**src/sv/ovnh_pkg.sv**
```systemverilog
// Shared constants, types and register codes for the octave value-noise height block.
package ovnh_pkg;

    localparam int MAX_OCTAVES = 16;
    localparam int FRAC_BITS   = 16;

    localparam int K_W   = (MAX_OCTAVES > 1) ? $clog2(MAX_OCTAVES) : 1;
    localparam int CNT_W = $clog2(MAX_OCTAVES + 1);
    localparam int W_W   = 31;
    localparam int FW    = FRAC_BITS + 1;
    localparam int SW_W  = 25;

    localparam logic [W_W-1:0] WEIGHT_ONE = W_W'(1 << 30);
    localparam logic [16:0]    PERS_ONE   = 17'd65536;

    localparam logic [31:0] HASH_Y = 32'd57;
    localparam logic [31:0] HASH_A = 32'd15731;
    localparam logic [31:0] HASH_B = 32'd789221;
    localparam logic [31:0] HASH_C = 32'd1376312589;
    localparam logic signed [31:0] LATTICE_ONE = 32'sd1073741824;

    typedef enum logic [2:0] {
        CFG_PERSISTENCE = 3'd0,
        CFG_BASE_FREQ   = 3'd1,
        CFG_GAIN        = 3'd2,
        CFG_OCTAVES     = 3'd3,
        CFG_SEED        = 3'd4
    } cfg_index_t;

    typedef struct packed {
        logic           valid;
        logic           first;
        logic           last;
        logic           live;
        logic [K_W-1:0] k;
        logic [W_W-1:0] weight;
    } ctl_t;

endpackage

```
**src/sv/ovnh_lattice.sv**
```systemverilog
// Four-stage pipelined integer lattice hash for one grid point.
module ovnh_lattice
    import ovnh_pkg::*;
(
    input  logic               clk,
    input  logic [31:0]        lx,
    input  logic [31:0]        ly,
    output logic signed [31:0] g
);

    logic [31:0] mix;
    logic [31:0] n_next;
    logic [31:0] n_reg;
    logic [31:0] n1_reg;
    logic [31:0] n2_reg;
    logic [31:0] sq_reg;
    logic [31:0] t1_reg;
    logic [31:0] t2;
    logic signed [31:0] g_reg;

    assign mix    = 32'(lx + 32'(ly * HASH_Y));
    assign n_next = (mix << 13) ^ mix;
    assign t2     = 32'(32'(n2_reg * t1_reg) + HASH_C);

    always_ff @(posedge clk)
    begin
        n_reg  <= n_next;
        sq_reg <= 32'(n_reg * n_reg);
        n1_reg <= n_reg;
        t1_reg <= 32'(32'(sq_reg * HASH_A) + HASH_B);
        n2_reg <= n1_reg;
        g_reg  <= LATTICE_ONE - $signed({1'b0, t2[30:0]});
    end

    assign g = g_reg;

endmodule

```
**config.mk**
```make
export PLATFORM = sky130hd
export DESIGN_NAME = ovnh_lattice
export DESIGN_NICKNAME = d
export VERILOG_FILES = /design/src/sv/ovnh_pkg.sv /design/src/sv/ovnh_lattice.sv
export SDC_FILE = /design/constraint.sdc
export NUM_CORES = 2
export LEC_CHECK = 0
export ABC_AREA = 1
export BUFFER_PORTS_ARGS = -buffer_cell sky130_fd_sc_hd__buf_2
export CAP_MARGIN = 0
export CORE_MARGIN = 2
export CORE_UTILIZATION = 49
export CTS_CLUSTER_DIAMETER = 200
export CTS_CLUSTER_SIZE = 20
export DETAILED_ROUTE_END_ITERATION = 12
export GPL_TIMING_DRIVEN = 0
export PLACE_DENSITY = 0.67
export SLEW_MARGIN = 20
export SYNTH_ARGS = -nofsm -noshare
export SYNTH_HDL_FRONTEND = slang
export SYNTH_SLANG_ARGS = --single-unit
```
**constraint.sdc**
```tcl
create_clock -name clk -period 21.3 [get_ports clk]
set_clock_uncertainty 0.2 [all_clocks]
set_input_delay 3.195 -clock clk [delete_from_list [all_inputs] [get_ports clk]]
set_output_delay 3.195 -clock clk [all_outputs]
set_load 0.01 [all_outputs]
```
; ---- Yosys cells after proc, flatten, opt, wreduce, memory -nomap -nowiden
; Cells that the tools add are included.
[op_classes]
n_reduce_logical = 0
order_cmp = 0
add_sub_neg = 4
div_mod_pow = 0
mux = 0
multipliers = 4
eq_ne = 0
shift = 0
bitwise = 1
[op_table]
columns = operator, n
row1 = "32-bit by 20-bit adder with 32-bit output, second input constant", 1
row2 = 32-bit adder, 1
row3 = "32-bit by 14-bit multiplier with 32-bit output, second input constant", 1
row4 = 32-bit by 32-bit multiplier with 31-bit output, 1
row5 = 32-bit by 32-bit multiplier with 32-bit output, 1
row6 = "32-bit by 6-bit multiplier with 32-bit output, second input constant", 1
row7 = "31-bit by 31-bit subtractor with 32-bit output, first input constant", 1
row8 = 32-bit bitwise XOR, 1
row9 = "31-bit adder, second input constant", 1
[totals]
latchBits = 0
romBits = 0
in_bits = 65
wordCells = 15
regBits = 192
ram_bits = 0
output_inout_bits = 32
n_memories = 0

; ---- Logic depth before layout (Yosys ltp)
[logic_depth]
word_depth = 3
mapped_depth = 37

; ---- Worst setup path after synthesis
; Ideal clock, no wire load.
[synth_path]
path_kind = input-to-reg
start = input ly[0]
end = register n_reg[25]
arrival_time_ns = 6.582
path_stages = 20
slack_ns = 14.406
n_path_buf = 0
setup_ns = 0.112
path_cell_list = fa_1 -> inv_1 -> fa_1 -> inv_1 -> ha_1 -> inv_1 -> fa_1 -> inv_1 -> ha_1 -> nand2_1 -> inv_1 -> a21oi_2 -> o21ai_1 -> nand2_1 -> nand2_1 -> a21oi_1 -> o21ai_0 -> or2_1 -> nand3b_1 -> nand2_1
[synth_between]
elab_chain_len = 3
[synth_lines]
columns = item, line
row1 = start: declaration, ovnh_lattice.sv:7  ; input logic [31:0] ly,
row2 = 32-bit by 6-bit multiplier with 32-bit output, ovnh_lattice.sv:21  ; assign mix = 32'(lx + 32'(ly * HASH_Y));
row3 = 32-bit adder, ovnh_lattice.sv:21
row4 = 32-bit bitwise XOR, ovnh_lattice.sv:22  ; assign n_next = (mix << 13) ^ mix;
row5 = net n_next[25], ovnh_lattice.sv:12  ; logic [31:0] n_next;
row6 = end signal: assignment, ovnh_lattice.sv:27  ; n_reg <= n_next;
row7 = end: declaration, ovnh_lattice.sv:13  ; logic [31:0] n_reg;
; The timed path passes the listed nets, and every way through them passes these cells.

; ---- Worst setup path after layout
[layout_path]
start = register t1_reg[4]
end = register g_reg[29], in the netlist g[29]
[layout_between]
elab_chain_len = 3
[layout_lines]
columns = item, line
row1 = start: declaration, ovnh_lattice.sv:17  ; logic [31:0] t1_reg;
row2 = start signal: assignment, ovnh_lattice.sv:30  ; t1_reg <= 32'(32'(sq_reg * HASH_A) + HASH_B);
row3 = 32-bit by 32-bit multiplier with 31-bit output, ovnh_lattice.sv:23  ; assign t2 = 32'(32'(n2_reg * t1_reg) + HASH_C);
row4 = 31-bit adder, ovnh_lattice.sv:23
row5 = 31-bit by 31-bit subtractor with 32-bit output, ovnh_lattice.sv:32  ; g_reg <= LATTICE_ONE - $signed({1'b0, t2[30:0]});
row6 = end signal: assignment, ovnh_lattice.sv:32
row7 = end: declaration, ovnh_lattice.sv:19  ; logic signed [31:0] g_reg;
; No other way between the ends.

==> flow_summary.toml <==
[sta]
finalSetupViolations = 0
slew_viol_final = 0
rsz0062_at_grt = "false"
post-route-period-util = 0.404
fin_ws_ps = 12700
tns_ps = 0
hold_violations = 0
slew_headroom = 0.190
worstMarginPinSlew_ps = 1220
fmax_mhz = 116
fin_crit_ps = 8600

[clock_network]
cts.clk_slew.worst_paths_ps = 90
cts.sinks = 184
cts_buffer_depth = 2
postCtsHoldBufs = 0
post_cts_buffers = 0
cts_tree = "built"
cts-resized-gates = 0
cts_buffers = 17
htreeDepth = 4
cts_root_buf = "clkbuf_16"
clock_latency_ps = 510

[global_route]
overflow = 0
grt_pass1_wl_um = 194000
grt_pass1_vias = 35700
grt_antenna_before_repair = 0
grtUsageTotal = 0.268
grt_max_degree = 20

[place]
place_ws_ps = 12700
place_congestion = 0.957
dp_hpwl_um = 104000
port-buffer-count = 94

[floorplan]
num_io_pins = 97
core_sq_um = 91500
dieArea_sq_um = 94800
start_util = 0.494
num_rows = 111
die_y_um = 308
die_w_um = 308

[min_path]
hp-class = "reg2reg"

[layout]
regArea_sq_um = 3680
largest_reg_flops = 32
areaGrowthSynthToFinish_pct = 5.70
num-fill-cells = 8673
nets = 7158
layout-drive-gt1-share = 0.0377
multi_input_area_sq_um = 34100
final_util = 0.523
n_antenna_cell = 0

[drt]
antenna_left = 0
drt-initial-drc-count = 2487
vias = 34300
via_per_inst = 4.98
drc_errors = 0
drt_pass1_iterations = 6
routedWlPerCell_um = 17.5
routed_wl_um = 120000

[setup_path]
critPathMaxFanout = 10
crit_arrival_ps = 8800
crit_slowest_cell = "clkbuf_1"
required_ps = 21510
worstSetupStartpointType = "flop"
critPathKind = "reg2reg"
end_kind = "flop"
cpPeakStageDelay_ps = 740
cp_common_cell = "fa_1"

[logic_synthesis]
ys_seq_area_frac = 0.0814
synthCells = 5576
ys_ff_latch = 184
synth-edff-count = 0
yosys_warnings = 0
syn_avg_cell_area_sq_um = 8.11
netlist_area_sq_um = 45200
synthFlopType = "dfxtp_1"
ys_types = 51
async_flop_share = 0

[status]
status = "complete, no violations"

[run]
cap_violations = 0
## logic make-up (layout without fill, tap and decap cells)
logic type	Yosys count	in the layout	synth area share
AOI/OAI and AO/OA	235	235	0.0292
xor gates and xnor gates	194	194	0.0377
adders and majority gates	1402	1402	0.544
buffers and inverters	1971	2097	0.164
DFF	184	184	0.0814
other	2	4	0.000166
and+or+nand+nor	1588	1588	0.143
## critical path, delay by kind of cell (launching register included)
family,cells,cell delay (ps)
xor gates and xnor gates,1,180
adders and majority gates,9,4480
buffers and inverters,7,1610
DFF,1,330
and+or+nand+nor,12,1660
## metal layers
metal | wire (um) | vias up | track usage
li1 | - | 16000 | -
met1 | 50400 | 16900 | 0.356
met2 | 57200 | 1185 | 0.449
met3 | 8330 | 192 | 0.0390
met4 | 4370 | 0 | 0.0917
met5 | 0 | - | 0
## stage by stage
stage	cell area (sq um)	hold WS, ps	cells
6_report	47800	113	6890
2_1_floorplan	45300	110	5578
3_5_place_dp	47200	112	6858
5_1_grt	47800	135	6890
4_1_cts	47800	119	6890
3_3_place_gp	47200	110	6858
## layout make-up
cell class              count  area share
clock buffers              19     0.00926
repair buffers             94     0.00984
clock inverters            13     0.00364
inverters                1834       0.144
well taps                1186      0.0310
multi-input cells        3423       0.714
flip-flops and latches    184      0.0770
plain buffers             137      0.0114
## cell usage in the layout, fill, tap and decap left out, types with 5 or more instances in the layout
master,synthesis,routed
a21boi_0,5,5
a21oi_2,5,5
o21ai_0,59,59
xnor2_1,85,85
nand2_2,15,15
buf_2,24,118
clkbuf_16,0,17
a21o_1,13,13
xor2_1,108,108
nor2_2,7,7
nor2_1,132,132
o21bai_1,6,6
buf_1,23,23
inv_1,1816,1816
nand4_1,26,26
nor3_1,17,17
nand3b_1,16,16
dfxtp_1,184,184
nand2_1,1227,1227
a21oi_1,115,115
inv_2,15,15
o211ai_1,6,6
nand3_1,117,117
nor4_1,8,8
a31oi_1,9,9
clkbuf_1,88,89
fa_1,942,942
ha_1,460,460
## worst paths after layout
| path | start | endpoint | slack (ps) | cells after the start |
|---|---|---|---|---|
| hold reg to reg | n1_reg[13]$_DFF_P_ | n2_reg[13]$_DFF_P_ | 110 | 0 |
| hold / removal | n1_reg[13]$_DFF_P_ | n2_reg[13]$_DFF_P_ | 110 | 0 |
| setup reg to reg | t1_reg[4]$_DFF_P_ | g[29]$_DFF_P_ | 12700 | 29 |
| setup / recovery | t1_reg[4]$_DFF_P_ | g[29]$_DFF_P_ | 12700 | 29 |
## synthesized netlist by cell type, types with 5 or more instances
cell type	count	area, sq um
nor4_1	8	50.1
ha_1	460	5760
a21oi_2	5	43.8
a31oi_1	9	56.3
nand4_1	26	163
clkbuf_1	88	330
a21boi_0	5	37.5
o21ai_0	59	295
dfxtp_1	184	3680
a21oi_1	115	576
inv_2	15	56.3
xnor2_1	85	744
xor2_1	108	946
o211ai_1	6	45.0
nand3_1	117	586
o21bai_1	6	45.0
nand2_1	1227	4610
buf_1	23	86.3
fa_1	942	18900
a21o_1	13	97.6
inv_1	1816	6820
nor2_2	7	43.8
nand3b_1	16	120
nor3_1	17	85.1
nand2_2	15	93.8
nor2_1	132	495
buf_2	24	120
Power is not shown: default switching activity piles up to over one toggle a cycle in this logic, so the estimate is an artifact.
