File: src/sv/ovnh_pkg.sv
// Shared constants, types and register codes for the octave value-noise height block.
package ovnh_pkg;

    localparam int MAX_OCTAVES = 16;
    localparam int FRAC_BITS   = 16;

    localparam int K_W   = (MAX_OCTAVES > 1) ? $clog2(MAX_OCTAVES) : 1;
    localparam int CNT_W = $clog2(MAX_OCTAVES + 1);
    localparam int W_W   = 31;
    localparam int FW    = FRAC_BITS + 1;
    localparam int SW_W  = 25;

    localparam logic [W_W-1:0] WEIGHT_ONE = W_W'(1 << 30);
    localparam logic [16:0]    PERS_ONE   = 17'd65536;

    localparam logic [31:0] HASH_Y = 32'd57;
    localparam logic [31:0] HASH_A = 32'd15731;
    localparam logic [31:0] HASH_B = 32'd789221;
    localparam logic [31:0] HASH_C = 32'd1376312589;
    localparam logic signed [31:0] LATTICE_ONE = 32'sd1073741824;

    typedef enum logic [2:0] {
        CFG_PERSISTENCE = 3'd0,
        CFG_BASE_FREQ   = 3'd1,
        CFG_GAIN        = 3'd2,
        CFG_OCTAVES     = 3'd3,
        CFG_SEED        = 3'd4
    } cfg_index_t;

    typedef struct packed {
        logic           valid;
        logic           first;
        logic           last;
        logic           live;
        logic [K_W-1:0] k;
        logic [W_W-1:0] weight;
    } ctl_t;

endpackage

File: src/sv/ovnh_smooth.sv
// Three-stage pipelined smoothstep weight 3a^2 - 2a^3 in Q.20.
module ovnh_smooth
    import ovnh_pkg::*;
(
    input  logic                   clk,
    input  logic signed [FW-1:0]   frac,
    output logic signed [SW_W-1:0] w
);

    localparam int SHR = (FRAC_BITS > 16) ? FRAC_BITS - 16 : 0;
    localparam int SHL = (FRAC_BITS < 16) ? 16 - FRAC_BITS : 0;

    logic signed [16:0]     a;
    logic signed [33:0]     a2_next;
    logic signed [33:0]     a2_reg;
    logic signed [16:0]     a_reg;
    logic signed [50:0]     a3_next;
    logic signed [50:0]     a3_reg;
    logic signed [51:0]     t3_next;
    logic signed [51:0]     t3_reg;
    logic signed [52:0]     wfull;
    logic signed [SW_W-1:0] w_reg;

    always_comb
    begin
        a       = 17'((frac >>> SHR) <<< SHL);
        a2_next = a * a;
        a3_next = a2_reg * a_reg;
        t3_next = a2_reg * 52'sd196608;
        wfull   = t3_reg - a3_reg - a3_reg;
    end

    always_ff @(posedge clk)
    begin
        a2_reg <= a2_next;
        a_reg  <= a;
        a3_reg <= a3_next;
        t3_reg <= t3_next;
        w_reg  <= wfull[52:28];
    end

    assign w = w_reg;

endmodule
File: config.mk
export PLATFORM = sky130hd
export DESIGN_NAME = ovnh_smooth
export DESIGN_NICKNAME = d
export VERILOG_FILES = /design/src/sv/ovnh_pkg.sv /design/src/sv/ovnh_smooth.sv
export SDC_FILE = /design/constraint.sdc
export NUM_CORES = 2
export LEC_CHECK = 0
export BUFFER_PORTS_ARGS = -buffer_cell sky130_fd_sc_hd__clkbuf_2
export CAP_MARGIN = 10
export CORE_MARGIN = 5
export CORE_UTILIZATION = 59
export CTS_CLUSTER_DIAMETER = 40
export DETAILED_ROUTE_END_ITERATION = 12
export PLACE_DENSITY = 0.75
export SETUP_SLACK_MARGIN = 0.15
export SYNTH_ARGS = -nofsm -noshare
export SYNTH_HDL_FRONTEND = slang
export SYNTH_SLANG_ARGS = --single-unit
File: constraint.sdc
create_clock -name clk -period 7.25 [get_ports clk]
set_input_delay 0.3625 -clock clk [delete_from_list [all_inputs] [get_ports clk]]
set_output_delay 0.3625 -clock clk [all_outputs]
set_load 0.03 [all_outputs]
Yosys cells after proc, flatten, opt, wreduce, memory -nomap -nowiden

Cells that the tools add are included.

Flip-flop bits (word level): 163
Latch bits: 0
RAM bits: 0
ROM bits: 0
Output and inout bits: 25
Word-level logic and storage cells: 10
Memories: 0

$add $sub $neg: 2
Multipliers: 3
Div/mod/pow operators: 0
$lt $le $gt $ge: 0
Equal/unequal tests: 0
Shift-type cells: 0
Multiplexer cells: 0
Bitwise logic cells: 0
Reductions and logical operators: 0

Operator list:

| operator                                            | count |
|---|---|
| subtractor 52 x 51 -> 53 bit                        | 1 |
| subtractor 53 x 51 -> 53 bit                        | 1 |
| multiplier 34 x 17 -> 51 bit                        | 1 |
| multiplier 34 x 3 -> 36 bit (second input constant) | 1 |
| multiplier 17 x 17 -> 34 bit                        | 1 |

Logic depth before layout (Yosys ltp)

Word-level depth: 2
Depth in mapped cells: 26
Depth with buffers taken out: 24

Least setup slack after synthesis

OpenSTA, ideal clock, no wires.

Kind: input port to flip-flop
From: input frac[13]
To: register a2_reg[32]
Library setup time: 123 ps
Arrival time: 6006 ps
Setup slack: 1121 ps
Stages: 24
Buffers on the path: 2
Cells stage by stage: clkbuf_1 clkbuf_1 nand2_1 fa_1 inv_1 fa_1 inv_1 fa_1 inv_1 fa_1 inv_1 fa_1 inv_1 fa_1 ha_1 or3_1 o21ai_0 a21oi_1 a32o_1 a221oi_4 o21ai_2 a211oi_2 a21oi_1 xor2_1

Cells in the longest elaborated chain, start to end: 1

Ends and longest elaborated chain:

| what                         | line              | source |
|---|---|---|
| from (decl)                  | ovnh_smooth.sv:6  | `input logic signed [FW-1:0] frac,` |
| multiplier 17 x 17 -> 34 bit | ovnh_smooth.sv:27 | `a2_next = a * a;` |
| named net a2_next[32]        | ovnh_smooth.sv:14 | `logic signed [33:0] a2_next;` |
| to (signal assigned)         | ovnh_smooth.sv:35 | `a2_reg <= a2_next;` |
| to (decl)                    | ovnh_smooth.sv:15 | `logic signed [33:0] a2_reg;` |

The timed path passes the listed nets, and every way through them passes these cells.

Worst setup path in the final report

From: register a2_reg[13]
To: register a3_reg[50]

Cells in the longest elaborated chain, start to end: 1

Ends and longest elaborated chain:

| what                         | line              | source |
|---|---|---|
| multiplier 34 x 17 -> 51 bit | ovnh_smooth.sv:28 | `a3_next = a2_reg * a_reg;` |
| named net a3_next[50]        | ovnh_smooth.sv:17 | `logic signed [50:0] a3_next;` |
| to (signal assigned)         | ovnh_smooth.sv:37 | `a3_reg <= a3_next;` |
| to (decl)                    | ovnh_smooth.sv:18 | `logic signed [50:0] a3_reg;` |

The timed path passes the listed nets, and every way through them passes these cells.

==> run metrics <==
outcome complete, no violations; worst path arrival time roughly 7.2 ns; most frequent cells in the layout 970 x sky130_fd_sc_hd__inv_1, 816 x sky130_fd_sc_hd__fa_1, 422 x sky130_fd_sc_hd__nand2_1; number of diodes added for antenna fixing 0; Post-synth EDFFs 0; clock-pin slew of the registers on the worst-case setup and hold paths 0.07 ns; sequential cell area fraction in the yosys report 0.0891; clock network latency to the later pin of the worst-skew pair 0.47 ns; Site Rows 90; Yosys Warn Count 0; largest buffer count on any clock path 2; unrepaired setup endpoints after global routing false; path class of the lowest-slack min-delay path input pin to register; pin count of the biggest net entering global routing 34; min cycle time layout roughly 7 ns; clock tree from TritonCTS built; first drt pass iteration count 5; DIE AREA between 60,000 and 70,000 um2; final net count ~5,000; max_slew headroom 0.469; leading cell type in the layout, fill and taps excluded sky130_fd_sc_hd__inv_1; vias 25,000; startpoint type of the worst setup path register; count of distinct cell types in the synthesized netlist 64; drt drc 0; max-capacitance violation count 0; dominant combinational cell family by area after synthesis adder cells; initial core utilization 0.594; Final Hold Fails 0; synthesized netlist cell count 3,843; xor and xnor fraction of the mapped netlist area 0.0348; path type of the worst setup path register to register; width of the die roughly 260 um; remaining antenna violation count after routing 0; total length of routed wires between 70,000 and 80,000 um; #FFs+latches synth 159; transition time at the pin with the least slew margin between 0.7 and 0.8 ns; multiplexer fraction of the synthesized cell area 0; Syn-to-layout area delta 5.29%; number of flip-flops in the largest register 50; wire length per cell after detailed routing approximately 17 um; Post-Route Setup TNS 0 ns; RD Place Congestion roughly 0.90; placed wire-length estimate after detailed placement between 60,000 and 70,000 um; dominant register cell in the synthesized netlist sky130_fd_sc_hd__dfxtp_1; cell chain of the critical path nand2_1 > fa_1 > inv_1 > fa_1 > fa_1 > fa_1 > fa_1 > inv_1 > fa_1 > inv_1 > ha_1 > o21ai_0 > o21ai_0 > o2111a_1 > o41a_1 > o211ai_1 > a311o_1 > o21ai_1 > o221ai_2 > xnor2_1; floorplan core area 60,100 um2; Top cell by count, worst path sky130_fd_sc_hd__fa_1; initial antenna violation count 0; period utilization 0.945; drt first-iter violations around 1,200; final setup violation count 0; critical path required time 7.59 ns; netlist area before placement ~36,000 um2; Remaining Overflow, GRT 0; max-slew violation count 0; proportion of register bits with asynchronous set or reset after synthesis 0; vertical extent of the die about 260 um; number of global-route vias before repair around 28,000; Max Fanout on Critical Path 16; clock root cell sky130_fd_sc_hd__clkbuf_16; capturing element type of the critical path register; clock skew after layout 0.0150 ns; Min Hold Slack 0.244 ns; count of H-tree levels built during CTS 4; critical path's slowest cell sky130_fd_sc_hd__dfxtp_1; maximum achievable frequency approximately 150 MHz; post-DR vias/cell between 5 and 6; GRT Overall Usage 0.252; number of top-level design ports between 40 and 50; Simple-Gate Fraction of Synth Area 0.130; wire length of the first global-routing pass 135,000 um; Synth Area per Inst a little over 9 um2; total clock buffers created by CTS 17; share of final-layout standard cells stronger than drive strength 1 0.0408; synthesized-area fraction occupied by ao, oa, aoi and oai cells 0.0662; buffers inserted by post-CTS timing repair 0; number of port buffers 42; area share of fa/ha/maj cells after synthesis 0.565; # clock sinks around 160; Filler cells ~5,100; delay of the slowest critical-path stage 0.82 ns
layout make-up:
| cell class | instances | area (um2) | share of cell area |
|---|---|---|---|
| well taps | 782 | 978 | 0.0260 |
| clock buffers | 18 | 429 | 0.0114 |
| inverters | 970 | 3640 | 0.0968 |
| multi-input cells | 2602 | 28500 | 0.757 |
| flip-flops and latches | 159 | 3190 | 0.0847 |
| clock inverters | 14 | 156 | 0.00416 |
| repair buffers | 109 | 738 | 0.0196 |
cell usage after synthesis (all sizes together) (7+ instances only):
| cell type | n | area share |
|---|---|---|
| inv | 970 | 0.10 |
| fa | 816 | 0.46 |
| nand2 | 422 | 0.044 |
| ha | 308 | 0.11 |
| and2 | 296 | 0.052 |
| dfxtp | 159 | 0.089 |
| nor2 | 122 | 0.013 |
| a21oi | 118 | 0.017 |
| clkbuf | 117 | 0.012 |
| xnor2 | 109 | 0.027 |
| o21ai | 67 | 0.0096 |
| a21o | 60 | 0.013 |
| xor2 | 33 | 0.0081 |
| nand3 | 23 | 0.0032 |
| nand2b | 22 | 0.0039 |
| o21a | 20 | 0.0042 |
| o21bai | 19 | 0.0040 |
| nor3 | 15 | 0.0021 |
| and3 | 14 | 0.0025 |
| nor2b | 14 | 0.0025 |
| a211oi | 13 | 0.0029 |
| nand4 | 10 | 0.0018 |
| or3 | 8 | 0.0014 |
| a31oi | 7 | 0.0012 |
| o211ai | 7 | 0.0015 |
through the flow:
step                      worst slack [ns]  area, um2   util  instances
after floorplan                       1.12      35700      -       3849
after global placement               0.465      37000  0.615       4622
after detailed placement             0.384      37000  0.615       4622
after CTS                            0.343      37600  0.625       4654
after global routing                 0.156      37600  0.625       4654
final                                0.397      37600  0.625       4654
worst max-delay path: cells and delay by family (launching register included):
family / cells / cell delay [ns]
adder cells (fa/ha/maj): 7 / 3.51
AO/OA/AOI/OAI: 8 / 1.88
flip-flops: 1 / 0.82
AND/OR/NAND/NOR: 1 / 0.19
buffers and inverters: 3 / 0.17
XOR/XNOR: 1 / 0.13
what timing repair did:
action / 4_1_cts / 5_1_grt
setup endpoints to repair: 0 / 6
gates resized for setup: 0 / 3
hold buffers: 0 / 0
kinds of logic after synthesis:
kind of cell             after synthesis
other                                  2
XOR/XNOR                             142
flip-flops                           159
AO/OA/AOI/OAI                        363
adder cells (fa/ha/maj)             1124
buffers and inverters               1088
AND/OR/NAND/NOR                      965
layer usage:
metal | part of all wire | vias to the layer above | GRT usage
met1 | 0.43 | 12700 | 0.334
met2 | 0.48 | 733 | 0.430
li1 | - | 11400 | -
met3 | 0.067 | 135 | 0.0498
met4 | 0.023 | 0 | 0.0673
met5 | 0 | - | 0
worst paths after layout:
check / start / endpoint / slack (ns) / depth (start not counted)
setup / recovery: a2_reg[13] / a3_reg[50] / 0.40 / 20
hold / removal: frac[13] / a_reg[13] / 0.24 / 1
setup reg to reg: a2_reg[13] / a3_reg[50] / 0.40 / 20
hold reg to reg: t3_reg[50] / w[22] / 0.60 / 3
Power is not shown: default switching activity piles up to over one toggle a cycle in this logic, so the estimate is an artifact.
